`src/rtl/core/cmid_pkg.sv`:
```
// Package: constants, codes and controller/datapath types for the distance cache.
`timescale 1ns / 1ps
package cmid_pkg;

   localparam int CMID_MAX_PARTICLES = 16;
   localparam int CMID_DIMS          = 3;

   localparam int MODE_W  = 2;
   localparam int PART_W  = 4;
   localparam int AXIS_W  = 2;
   localparam int COORD_W = 32;
   localparam int DIST_W  = 32;
   localparam int BOX_W   = 31;
   localparam int CSR_IDX_W  = 1;
   localparam int CSR_DATA_W = 31;
   localparam int ITER_W  = 5;

   localparam logic [MODE_W-1:0] MODE_WRITE  = 2'd0;
   localparam logic [MODE_W-1:0] MODE_INVAL  = 2'd1;
   localparam logic [MODE_W-1:0] MODE_PROBE  = 2'd2;
   localparam logic [MODE_W-1:0] MODE_UNUSED = 2'd3;

   localparam logic [CSR_IDX_W-1:0] CSR_TRACKING = 1'd0;
   localparam logic [CSR_IDX_W-1:0] CSR_BOX      = 1'd1;

   localparam logic [1:0] DSEL_HOLD  = 2'd0;
   localparam logic [1:0] DSEL_ZERO  = 2'd1;
   localparam logic [1:0] DSEL_CACHE = 2'd2;
   localparam logic [1:0] DSEL_CALC  = 2'd3;

   typedef struct packed {
      logic       load;
      logic       sel_b;
      logic       cap_a;
      logic       diff;
      logic       div_step;
      logic       fold;
      logic       sq;
      logic       sum_clr;
      logic       acc;
      logic       sqrt_init;
      logic       sqrt_step;
      logic [1:0] dist_sel;
      logic       cache_wr;
      logic       wr_ba;
      logic       out_load;
   } cmid_cmd_type;

   typedef struct packed {
      logic                probe_ok;
      logic                track;
      logic                dirty_ab;
      logic                box_zero;
      logic                out_free;
      logic [MODE_W-1:0]   mode;
   } cmid_status_type;

endpackage

```
`src/rtl/core/cmid_ctrl.sv`:
```
// Controller: sequences lookup, per-axis wrap and square, square root and cache update.
`timescale 1ns / 1ps
module cmid_ctrl
   import cmid_pkg::*;
#(
   parameter int DIMS = CMID_DIMS,
   localparam int AXW = (DIMS > 1) ? $clog2(DIMS) : 1
) (
   input  logic            clock,
   input  logic            reset,
   input  logic            req_valid,
   output logic            req_ready,
   input  cmid_status_type status,
   output cmid_cmd_type    cmd,
   output logic [AXW-1:0]  cmd_axis
);

   localparam logic [3:0] S_IDLE = 4'd0;
   localparam logic [3:0] S_CHK  = 4'd1;
   localparam logic [3:0] S_HIT  = 4'd2;
   localparam logic [3:0] S_RDA  = 4'd3;
   localparam logic [3:0] S_RDB  = 4'd4;
   localparam logic [3:0] S_DIFF = 4'd5;
   localparam logic [3:0] S_DIV  = 4'd6;
   localparam logic [3:0] S_FOLD = 4'd7;
   localparam logic [3:0] S_SQ   = 4'd8;
   localparam logic [3:0] S_ACC  = 4'd9;
   localparam logic [3:0] S_SQI  = 4'd10;
   localparam logic [3:0] S_SQRT = 4'd11;
   localparam logic [3:0] S_FIN  = 4'd12;
   localparam logic [3:0] S_WRAB = 4'd13;
   localparam logic [3:0] S_WRBA = 4'd14;
   localparam logic [3:0] S_DONE = 4'd15;

   logic [3:0]        state_ff, state_in;
   logic [AXW-1:0]    axis_ff, axis_in;
   logic [ITER_W-1:0] cnt_ff, cnt_in;

   assign req_ready = (state_ff == S_IDLE);
   assign cmd_axis  = axis_ff;

   always_comb begin
      state_in = state_ff;
      axis_in  = axis_ff;
      cnt_in   = cnt_ff;
      cmd      = '0;
      case (state_ff)
         S_IDLE: begin
            if (req_valid) begin
               cmd.load = 1'b1;
               if (status.mode == MODE_PROBE) begin
                  state_in = S_CHK;
               end
            end
         end
         S_CHK: begin
            cmd.sum_clr = 1'b1;
            axis_in     = '0;
            if (!status.probe_ok) begin
               cmd.dist_sel = DSEL_ZERO;
               state_in     = S_DONE;
            end else if (status.track && !status.dirty_ab) begin
               state_in = S_HIT;
            end else begin
               state_in = S_RDA;
            end
         end
         S_HIT: begin
            cmd.dist_sel = DSEL_CACHE;
            state_in     = S_DONE;
         end
         S_RDA: begin
            state_in = S_RDB;
         end
         S_RDB: begin
            cmd.sel_b = 1'b1;
            cmd.cap_a = 1'b1;
            state_in  = S_DIFF;
         end
         S_DIFF: begin
            cmd.diff = 1'b1;
            cnt_in   = '0;
            state_in = status.box_zero ? S_SQ : S_DIV;
         end
         S_DIV: begin
            cmd.div_step = 1'b1;
            cnt_in       = cnt_ff + 1'b1;
            if (cnt_ff == '1) begin
               state_in = S_FOLD;
            end
         end
         S_FOLD: begin
            cmd.fold = 1'b1;
            state_in = S_SQ;
         end
         S_SQ: begin
            cmd.sq   = 1'b1;
            state_in = S_ACC;
         end
         S_ACC: begin
            cmd.acc = 1'b1;
            if (axis_ff == AXW'(DIMS - 1)) begin
               state_in = S_SQI;
            end else begin
               axis_in  = axis_ff + 1'b1;
               state_in = S_RDA;
            end
         end
         S_SQI: begin
            cmd.sqrt_init = 1'b1;
            cnt_in        = '0;
            state_in      = S_SQRT;
         end
         S_SQRT: begin
            cmd.sqrt_step = 1'b1;
            cnt_in        = cnt_ff + 1'b1;
            if (cnt_ff == '1) begin
               state_in = S_FIN;
            end
         end
         S_FIN: begin
            cmd.dist_sel = DSEL_CALC;
            state_in     = status.track ? S_WRAB : S_DONE;
         end
         S_WRAB: begin
            cmd.cache_wr = 1'b1;
            state_in     = S_WRBA;
         end
         S_WRBA: begin
            cmd.cache_wr = 1'b1;
            cmd.wr_ba    = 1'b1;
            state_in     = S_DONE;
         end
         S_DONE: begin
            if (status.out_free) begin
               cmd.out_load = 1'b1;
               state_in     = S_IDLE;
            end
         end
         default: begin
            state_in = S_IDLE;
         end
      endcase
   end

   always_ff @(posedge clock) begin
      if (reset) begin
         state_ff <= S_IDLE;
         axis_ff  <= '0;
         cnt_ff   <= '0;
      end else begin
         state_ff <= state_in;
         axis_ff  <= axis_in;
         cnt_ff   <= cnt_in;
      end
   end

endmodule

```
`config.mk`:
```
export PLATFORM = sky130hd
export DESIGN_NAME = cmid_ctrl
export DESIGN_NICKNAME = d
export VERILOG_FILES = /design/src/rtl/core/cmid_pkg.sv /design/src/rtl/core/cmid_ctrl.sv
export SDC_FILE = /design/constraint.sdc
export NUM_CORES = 1
export LEC_CHECK = 0
export CAP_MARGIN = 25
export CORE_UTILIZATION = 50
export CTS_BUF_LIST = sky130_fd_sc_hd__clkbuf_2
export DETAILED_ROUTE_END_ITERATION = 12
export DONT_BUFFER_PORTS = 1
export PLACE_DENSITY = 0.68
export SYNTH_ARGS = -nofsm -noshare
export SYNTH_HDL_FRONTEND = slang
export SYNTH_SLANG_ARGS = --single-unit
```
`constraint.sdc`:
```
create_clock -name clock -period 1.7 [get_ports clock]
set_clock_uncertainty 0.1 [all_clocks]
set_input_delay 0.085 -clock clock [delete_from_list [all_inputs] [get_ports clock]]
set_output_delay 0.085 -clock clock [all_outputs]
set_load 0.01 [all_outputs]
```
# --- Word level (Yosys, flattened, before mapping) ---
# Index checks and enable logic that the tools add are counted.
op_classes:
  n_reduce_logical: 11
  shifts: 0
  eq_ne: 24
  n_addsub: 2
  magnitude_cmp: 0
  n_mux: 31
  div: 0
  n_bitwise: 0
  n_mul: 0
op_table:
  columns: ["op", "n"]
  rows:
  - ["one-hot mux 4 bit (15 select lines)", 1]
  - ["== test 4 bit, second input constant", 8]
  - ["2-to-1 mux 4 bit", 8]
  - ["== test 4 x 3 -> 1 bit, second input constant", 4]
  - ["2-to-1 mux 1 bit", 16]
  - ["inequality test 2 bit, second input constant", 5]
  - ["one-hot mux 5 bit (2 select lines)", 1]
  - ["== test 4 x 2 -> 1 bit, second input constant", 2]
  - ["OR reduction 2 bit", 4]
  - ["2-to-1 mux 2 bit", 3]
  - ["one-hot mux 2 bit (3 select lines)", 1]
  - ["adder 5 x 1 -> 5 bit, second input constant", 1]
  - ["== test 5 bit, second input constant", 1]
  - ["AND reduction 5 bit", 1]
  - ["== test 2 bit, second input constant", 2]
  - ["== test 4 x 1 -> 1 bit, second input constant", 1]
  - ["zero test 4 bit", 1]
  - ["one-hot mux 2 bit (2 select lines)", 1]
  - ["nonzero test 2 bit", 2]
  - ["adder 2 x 1 -> 2 bit, second input constant", 1]
  - ["inequality test 2 x 1 -> 1 bit, second input constant", 1]
  - ["AND reduction 2 bit", 1]
  - ["logical AND 1 bit", 1]
  - ["zero test 1 bit", 1]
word_totals:
  mem_bits_ro: 0
  word_cells: 71
  register_bits: 11
  latch_bits: 0
  out_inout_bits: 19
  in_bits: 10
  ramBits: 0
  memories: 0

# --- Longest topological paths before layout ---
# Gate-level depths: netlist (run 1).
depth:
  depth_word: 5
  mapped_depth: 8
  ltp_nobuf: 8

# --- Worst setup path after synthesis (run 1) ---
# No wires, ideal clock.
synth_path:
  kind: "reg2reg"
  start: "register cnt_ff[0]"
  end: "register state_ff[2]"
  t_required_ns: 1.464
  arrival_time_ns: 1.455
  period_less_slack_ns: 1.691
  n_path_buf: 0
  setup_slack_ns: 0.009
  stages_incl_launch_ff: 9
  setup_ns: 0.136
  path_cell_list: "dfxtp_1 > ha_1 > and3_1 > ha_1 > nor2b_1 > a211oi_1 > o21ai_1 > nor2_1 > a211oi_1"
synth_via:
  elab_chain_cells: 3
  elab_cells_between_ends: 4
  cone_classes: "3 x eq/ne; 1 x reduce/logical"
synth_lines:
  columns: ["item", "line_no", "text"]
  rows:
  - ["from (decl)", "cmid_ctrl.sv:37", "logic [ITER_W-1:0] cnt_ff, cnt_in;"]
  - ["from (signal assigned)", "cmid_ctrl.sv:154", "cnt_ff <= cnt_in;"]
  - ["== test 5 bit *", "cmid_ctrl.sv:88, cmid_ctrl.sv:117", null]
  - ["inequality test 2 bit (no line)", null, null]
  - ["AND reduction 5 bit (no line) *", null, null]
  - ["to (signal assigned)", "cmid_ctrl.sv:152", "state_ff <= state_in;"]
  - ["to (decl)", "cmid_ctrl.sv:35", "logic [3:0] state_ff, state_in;"]
# Mark *: on every way between the ends. The rest lies on a longest branch, timed or not.
# A chain may end at the register's enable or synchronous reset.

# --- Final worst setup path (run 1) ---
layout_path:
  start: "register cnt_ff[1]"
  end: "register state_ff[1]"
# Same word-level chain as after synthesis.

==> impl_metrics.py, run 1 <==
metrics = {
    "outcome": {
        "status": "finished, violations left",
        "violations": "design-rule violations, negative hold slack, negative setup slack",
    },
    "grt": {
        "grt_pass1_vias": 892,
        "antenna_found_initial": 0,
        "grt_pass1_wl_mm": 3.88,
        "grt_use_total_pct": 26.4,
        "overflow": 0,
        "grt_max_degree": 13,
    },
    "worst_setup_path": {
        "required_ns": 1.80,
        "path_class": "reg2reg",
        "critPathArrivalTime_ns": 1.89,
        "reg2reg_from": "cnt_ff[1]",
        "r2r-end": "state_ff[1]",
        "critPathMaxFanout": 5,
        "rrSetupSlack_ns": -0.09,
        "reg2regPathDepth": 8,
        "end_kind": "flip-flop",
        "crit_path_start_kind": "flip-flop",
    },
    "floorplan": {
        "die_w_um": 44.2,
        "coreArea_mm2": 0.00158,
        "die_h_um": 44.2,
        "num_rows": 14,
        "pin_count": 29,
        "die-area_mm2": 0.00195,
        "start_util_pct": 56.4,
    },
    "finish": {
        "diodes": 0,
        "nets": 149,
        "final_cells": 151,
        "num-fill-cells": 144,
        "layout-drive-gt1-share_pct": 34.8,
        "area_growth_pct": 22.4,
    },
    "clock_tree": {
        "cts_tree": "yes",
        "clock_path_buffers": 2,
        "htreeDepth": 1,
        "clockRootBuffer": "clkbuf_2",
        "clk_pin_slew_ns": 0.12,
        "cts.sinks": 11,
        "cts_buffers": 3,
        "clkLatencyLatePin_ns": 0.27,
    },
    "timing": {
        "hold_viol_final": 11,
        "layout_setup_ws_ns": -0.0859,
        "worst_hold_slack_ns": -0.244,
        "slew_headroom_pct": 74.7,
        "rsz0062_at_grt": "true",
        "tightest_slew_ns": 0.379,
        "drv_slew": 0,
        "setup_viol": 2,
        "post-route-period-util_pct": 105,
        "fmax_ghz": 0.560,
        "finalCriticalPeriod_ns": 1.79,
    },
    "power": {
        "clkPwrFrac_pct": 9.5,
        "seqPwrFrac_pct": 25.2,
        "p_sw_share_pct": 47.8,
        "intPower_uw": 810,
        "peakVddDrop_uv": 742,
        "switchingPower_uw": 742,
        "p_leak_nw": 0.430,
        "p_per_area_mw_per_mm2": 1430,
        "power_frac_comb_pct": 65.3,
    },
    "synth": {
        "yosysTopAreaCell": "dfxtp_1",
        "synth.top_cell.area_share_pct": 24.8,
        "yosysSeqAreaShare_pct": 24.8,
        "synthArstFlopShare_pct": 0,
        "ys.flop_type": "dfxtp_1",
        "ys_warn_count": 0,
        "synth_cell_types": 42,
        "synth_area_um2": 890,
        "synth-edff-count": 0,
        "avgSynthCellArea_um2": 7.29,
        "synth_area_leaders": "dfxtp_1 (25%), nor2_1 (9.7%), ha_1 (4.2%), nand2_1 (4.2%), a31oi_1 (2.8%)",
        "ys_ff_latch": 11,
        "synth_fp_nets": 135,
        "synthCells": 122,
    },
    "hold_path": {
        "worst_hold_path.endpoint": "cnt_ff[0]",
        "hp-start": "reset",
        "min_path_type": "in2reg",
        "hold_depth": 1,
    },
    "placed_design": {
        "dpl_worst_slack_ns": -0.0856,
        "io_buffer_count": 0,
        "gp_congestion": 0.835,
        "placed_cells": 144,
        "hpwl_mm": 1.57,
    },
    "drt": {
        "drt_iter0_drc": 38,
        "drt-pass1-iter-count": 10,
        "wl_per_cell_um": 15.5,
        "via_per_inst": 6.17,
        "drc_errors": 1,
        "wl_mm": 2.34,
        "antenna_left": 0,
        "num_vias": 932,
    },
    "run": {
        "maxCapViolCount": 0,
    },
}
## per-stage QoR
stage	instance area, µm²	setup TNS, ns	util (%)	total power [mW]
4_1_cts	1070	-0.0700	68.1	1.51
5_1_grt	1090	-0.316	69.0	1.66
2_1_floorplan	890	0	-	1.10
3_3_place_gp	958	-0.00203	60.8	1.28
6_report	1090	-0.127	69.0	1.55
3_5_place_dp	958	-0.111	60.8	1.30
## how the worst max path moves through the flow
| stage | from | endpoint | slack [ns] |
|---|---|---|---|
| after CTS | cnt_ff[1] | state_ff[1] | -0.06 |
| after global placement | cnt_ff[0] | state_ff[2] | -0.002 |
| final | cnt_ff[1] | state_ff[1] | -0.09 |
| after floorplan | cnt_ff[0] | state_ff[2] | 0.009 |
| after detailed placement | cnt_ff[0] | state_ff[2] | -0.09 |
| after global routing | cnt_ff[1] | state_ff[1] | -0.15 |
## power groups by stage
stage	Combinational, mW	Sequential (mW)	Clock (mW)
after floorplan	0.746	0.350	0
after global placement	0.907	0.376	0
after detailed placement	0.923	0.380	0
after CTS	0.977	0.382	0.147
after global routing	1.10	0.403	0.161
final	1.01	0.391	0.148
## state kept, by name, summed over array words and instances (netlist names)
| name | flops |
|---|---|
| state_ff | 4 |
| cmd_axis | 2 |
| cnt_ff | 5 |
## critical path, cell delays in order, from the launching register on
cell and delay [ns]:
dfxtp_2 0.36, ha_4 0.16, and3_4 0.18, ha_4 0.17, buf_6 0.11, nor4b_4 0.23
o21ai_2 0.13, buf_4 0.15, a31oi_1 0.14
## cells in the mapped netlist, types with 3 or more instances
master and n:
a21oi_1 4, a31oi_1 4, nor2_1 23, a22oi_1 3, nand3_1 5, nor3_1 5, buf_2 3, o21ai_1 4
nand2b_1 4, inv_1 4, dfxtp_1 11, buf_4 3, ha_1 3, nand2_1 10, and2_1 3
## layout make-up
class,count,area (µm²),share of cell area (%)
flip-flops and latches,11,228,20.9
inverters,5,21.3,1.95
clock inverters,1,5.00,0.460
clock buffers,3,15.0,1.38
well taps,16,20.0,1.84
repair buffers,18,139,12.8
multi-input cells,97,661,60.7
## cells by family after synthesis
kind of cell / Yosys count / share of synthesized area, %
AND/OR/NAND/NOR: 62 / 34.7
AO/OA/AOI/OAI: 28 / 21.8
adder cells (fa/ha/maj): 3 / 4.22
buffers and inverters: 14 / 9.28
flip-flops: 11 / 24.8
multiplexers: 4 / 5.20
## metal layers
layer	wire length [µm]	GRT usage [%]	vias up
met1	938	31.6	438
met3	156	4.49	7
met4	32	8.48	0
li1	-	-	457
met2	1210	47.6	30
met5	0	0	-
## cell usage in the layout, fill, tap and decap left out, drive strengths merged
master,n
nor4b,1
a211oi,3
a211o,1
nand3b,1
nor2,24
a31oi,4
nand2b,4
and3,1
dfxtp,11
a21oi,5
ha,3
mux2,2
and2,3
and2b,1
nand4,1
a21o,2
clkinv,1
nor2b,3
o32a,1
mux2i,2
nor3,5
nand3,5
or3,1
a22oi,3
inv,5
clkbuf,3
nor4,1
o22ai,2
buf,18
nand2,11
o21ai,6
a222oi,1
## repair_timing
item	CTS	global route
setup endpoints to repair	6	14
setup buffers	3	0
gates resized for setup	16	6
cloned	0	0
pin swaps	6	2
endpoints found under the hold margin	11	11
Power figures use the tool's default switching activity.
==> inputs of run 2 (changes only) <==
Settings changed: HOLD_SLACK_MARGIN set to 0.08, PLACE_DENSITY 0.68 to not set, REMOVE_ABC_BUFFERS set to 1.
Clock period 1.7 ns to 2.15 ns, I/O delays scaled along.
==> impl_metrics.py, run 2 (synthesized netlist as in run 1, its figures left out) <==
metrics = {
    "drt": {
        "drt-pass1-iter-count": 8,
        "drt-met1-wl_mm": 1.04,
        "num_vias": 871,
        "drt_iter0_drc": 28,
        "wl_mm": 2.00,
        "drc_errors": 2,
        "top_layer_used": "met3",
        "via_per_inst": 6.05,
        "wl_met3_um": 89,
        "antenna_left": 0,
        "wl_per_cell_um": 13.9,
        "routed-wl-met2_um": 869,
    },
    "floorplan": {
        "coreArea_mm2": 0.00158,
        "die_w_um": 44.2,
        "start_util_pct": 56.4,
        "die-area_mm2": 0.00195,
        "die_h_um": 44.2,
        "pin_count": 29,
        "num_rows": 14,
    },
    "finish": {
        "largest_reg_flops": 5,
        "diodes": 0,
        "nets": 142,
        "num-fill-cells": 161,
        "layout_common_cells": "nor2_1 (23), dfxtp_1 (11), nand2_1 (10)",
        "mostFrequentLayoutCell": "nor2_1",
        "area_growth_pct": 8.30,
        "layout-drive-gt1-share_pct": 14.8,
        "final_cells": 144,
        "fin_util_pct": 61.1,
        "largest-register": "cnt_ff",
    },
    "worst_setup_path": {
        "critPathMaxFanout": 13,
        "critPathArrivalTime_ns": 1.71,
        "crit_path_start_kind": "flip-flop",
        "end_kind": "primary output",
        "rrSetupSlack_ns": 0.28,
        "path_class": "reg2out",
        "r2r-end": "state_ff[2]",
        "reg2reg_from": "cnt_ff[0]",
        "required_ns": 1.94,
        "reg2regPathDepth": 8,
    },
    "power": {
        "p_per_area_mw_per_mm2": 1120,
        "peakVddDrop_uv": 590,
        "seqPwrFrac_pct": 32.7,
        "power_frac_comb_pct": 56.6,
        "clkPwrFrac_pct": 10.7,
        "switchingPower_uw": 521,
        "p_sw_share_pct": 48.2,
        "p_leak_nw": 0.386,
        "intPower_uw": 560,
    },
    "hold_path": {
        "min_path_type": "in2reg",
        "worst_hold_path.endpoint": "state_ff[3]",
        "hp-start": "status[6]",
        "hold_depth": 4,
    },
    "timing": {
        "setup_tns_ns": 0,
        "fmax_ghz": 0.523,
        "drv_slew": 0,
        "rsz0062_at_grt": "false",
        "setup_viol": 0,
        "finalCriticalPeriod_ns": 1.91,
        "hold_viol_final": 0,
        "tightest_slew_ns": 0.479,
        "post-route-period-util_pct": 89.0,
        "slew_headroom_pct": 68.0,
    },
    "placed_design": {
        "hpwl_mm": 1.46,
        "gp_congestion": 0.764,
        "placed_cells": 134,
        "io_buffer_count": 0,
    },
    "clock_tree": {
        "ctsResizeCount": 0,
        "clockRootBuffer": "clkbuf_2",
        "htreeDepth": 1,
        "cts_tree": "yes",
        "clkLatencyLatePin_ns": 0.25,
        "clk_pin_slew_ns": 0.11,
        "clock_path_buffers": 2,
        "cts.sinks": 11,
        "postCtsHoldBufs": 6,
        "cts_buffers": 3,
        "post-cts-setup-buffer-count": 0,
    },
    "grt": {
        "antenna_found_initial": 0,
        "grt_max_degree": 15,
        "grt_pass1_wl_mm": 3.44,
        "grt_use_total_pct": 23.2,
        "grt_pass1_vias": 794,
        "overflow": 0,
    },
    "run": {
        "maxCapViolCount": 0,
    },
    "outcome": {
        "status": "finished, violations left",
        "violations": "design-rule violations",
    },
}
-- run 2: cell type report --
cell class	instances	area (µm²)	area share (%)
multi-input cells	97	587	60.9
inverters	5	18.8	1.95
repair buffers	11	97.6	10.1
clock buffers	4	20.0	2.08
well taps	16	20.0	2.08
flip-flops and latches	11	220	22.9
-- run 2: metal layers --
layer / up-vias / GRT usage, %
li1: 443 / -
met1: 404 / 33.2
met2: 24 / 37.1
met3: 0 / 4.90
met4: 0 / 3.03
met5: - / 0
-- run 2: power by group through the flow --
stage | Sequential, mW | Combinational (mW) | Clock (mW)
6_report | 0.353 | 0.612 | 0.116
5_1_grt | 0.366 | 0.687 | 0.128
4_1_cts | 0.352 | 0.614 | 0.118
3_5_place_dp | 0.357 | 0.601 | 0
3_3_place_gp | 0.357 | 0.598 | 0
2_1_floorplan | 0.362 | 0.432 | 0
-- run 2: stage by stage --
stage,power (mW),hold slack [ns],cell area (µm²),setup slack (ns)
after floorplan,0.794,0.0721,826,0.427
after global placement,0.955,0.0760,883,0.371
after detailed placement,0.958,0.0784,883,0.301
after CTS,1.08,0.115,963,0.260
after global routing,1.18,0.159,963,0.0989
final,1.08,0.147,963,0.237
-- run 2: worst max-delay path by stage --
stage,endpoint,from,slack (ns)
2_1_floorplan,state_ff[2],cnt_ff[0],0.43
3_3_place_gp,state_ff[2],cnt_ff[0],0.37
3_5_place_dp,state_ff[2],cnt_ff[0],0.30
4_1_cts,cmd[4],state_ff[2],0.26
5_1_grt,cmd[4],state_ff[2],0.1
6_report,cmd[4],state_ff[2],0.24
-- run 2: worst max-delay path, stage by stage (launching register included) --
cell and delay, ns:
dfxtp_1 0.64, buf_4 0.25, nand2b_1 0.09, mux2_1 0.28, nor2_1 0.18
==> inputs of run 3 (changes only) <==
--- a/config.mk
+++ b/config.mk
@@ -8,2 +8,3 @@
 export CAP_MARGIN = 25
+export CORE_ASPECT_RATIO = 1.25
 export CORE_UTILIZATION = 50
==> constraint.sdc (replaced) <==
create_clock -name clock -period 2.15 [get_ports clock]
set_clock_uncertainty 0.1 [all_clocks]
set_input_delay 0.645 -clock clock [delete_from_list [all_inputs] [get_ports clock]]
set_output_delay 0.645 -clock clock [all_outputs]
set_load 0.01 [all_outputs]
==> impl_metrics.py, run 3 (synthesized netlist as in run 1, its figures left out) <==
metrics = {
    "outcome": {
        "status": "complete, no violations",
    },
    "run": {
        "maxCapViolCount": 0,
    },
    "floorplan": {
        "die-area_mm2": 0.00195,
        "pin_count": 29,
        "die_h_um": 49.2,
        "coreArea_mm2": 0.00162,
        "start_util_pct": 54.9,
        "die_w_um": 39.7,
        "num_rows": 16,
    },
    "finish": {
        "nets": 141,
        "num-fill-cells": 169,
        "final_cells": 145,
        "diodes": 0,
        "area_growth_pct": 9.70,
        "mostFrequentLayoutCell": "nor2_1",
        "largest-register": "cnt_ff",
        "largest_reg_flops": 5,
        "fin_area_um2": 976,
        "fin_util_pct": 60.2,
        "layout_common_cells": "nor2_1 (20), nand2_1 (10), buf_4 (10)",
        "layout-drive-gt1-share_pct": 26.0,
    },
    "clock_tree": {
        "post-cts-setup-buffer-count": 0,
        "clkLatencyLatePin_ns": 0.26,
        "cts.sinks": 11,
        "clk_pin_slew_ns": 0.11,
        "cts_buffers": 3,
        "cts_tree": "yes",
        "postCtsHoldBufs": 0,
        "htreeDepth": 1,
        "clockRootBuffer": "clkbuf_2",
        "clock_path_buffers": 2,
    },
    "timing": {
        "finalCriticalPeriod_ns": 2.09,
        "fmax_ghz": 0.479,
        "layout_setup_ws_ns": 0.0615,
        "post-route-period-util_pct": 97.1,
        "drv_slew": 0,
        "slew_headroom_pct": 73.6,
        "tightest_slew_ns": 0.391,
        "setup_viol": 0,
        "hold_viol_final": 0,
        "rsz0062_at_grt": "true",
    },
    "drt": {
        "antenna_left": 0,
        "num_vias": 877,
        "wl_per_cell_um": 14.1,
        "drc_errors": 0,
        "wl_mm": 2.05,
        "via_per_inst": 6.05,
        "drt_iter0_drc": 17,
        "drt-pass1-iter-count": 4,
    },
    "placed_design": {
        "dpl_worst_slack_ns": 0.214,
        "gp_congestion": 0.776,
        "io_buffer_count": 0,
        "placed_cells": 141,
        "placed_area_um2": 923,
        "hpwl_mm": 1.56,
    },
    "grt": {
        "grt_pass1_vias": 772,
        "overflow": 0,
        "grt_pass1_wl_mm": 3.28,
        "antenna_found_initial": 0,
        "grt_max_degree": 14,
        "grt_use_total_pct": 23.6,
    },
    "power": {
        "p_per_area_mw_per_mm2": 1240,
        "p_leak_nw": 0.394,
        "total_power_mw": 1.21,
        "peakVddDrop_uv": 722,
    },
    "worst_setup_path": {
        "crit_path_start_kind": "flip-flop",
        "critPathArrivalTime_ns": 1.34,
        "end_kind": "primary output",
        "critPathMaxFanout": 10,
        "reg2regPathDepth": 6,
        "required_ns": 1.40,
        "path_class": "reg2out",
    },
    "hold_path": {
        "hold_depth": 1,
        "min_path_type": "in2reg",
    },
}
[run 3: timing repair]
item	4_1_cts	5_1_grt
resized for setup	3	9
setup endpoints to repair	5	8
cloned	0	0
[run 3: cell type report]
type | count | area (µm²) | share of cell area, %
multi-input combinational | 97 | 609 | 62.4
sequential | 11 | 228 | 23.3
timing repair buffer | 10 | 75.1 | 7.69
tap | 18 | 22.5 | 2.31
inverter | 5 | 21.3 | 2.18
clock buffer | 4 | 20.0 | 2.05
[run 3: routing by layer]
metal	GRT usage (%)	up-vias	routed length, µm
met4	11.5	0	31
li1	-	438	-
met1	31.8	412	946
met3	1.83	4	74
met2	36.3	23	996
met5	0	-	0
[run 3: final timing paths]
| kind | endpoint | slack (ns) | startpoint |
|---|---|---|---|
| hold / removal | state_ff[1] | 0.33 | reset |
| hold reg to reg | cnt_ff[2] | 0.40 | cnt_ff[2] |
| setup reg to reg | state_ff[2] | 0.20 | cnt_ff[0] |
| setup / recovery | cmd[15] | 0.06 | state_ff[0] |
[run 3: power breakdown]
part / internal, mW / total [mW] / switching [mW]
Combinational: 0.335 / 0.743 / 0.408
Clock: 0.0494 / 0.121 / 0.0715
Sequential: 0.253 / 0.343 / 0.0902
Total: 0.638 / 1.21 / 0.570
[run 3: through the flow]
stage / TNS (ns) / hold WS, ns
floorplan: 0 / 0.358
global placement: 0 / 0.382
detailed placement: 0 / 0.387
CTS: 0 / 0.326
global route: -0.0102 / 0.314
finish: 0 / 0.328
[run 3: critical path, stage by stage, from the launching register on]
cell	delay, ns
dfxtp_2	0.39
buf_4	0.19
nor4_4	0.30
and2_4	0.20
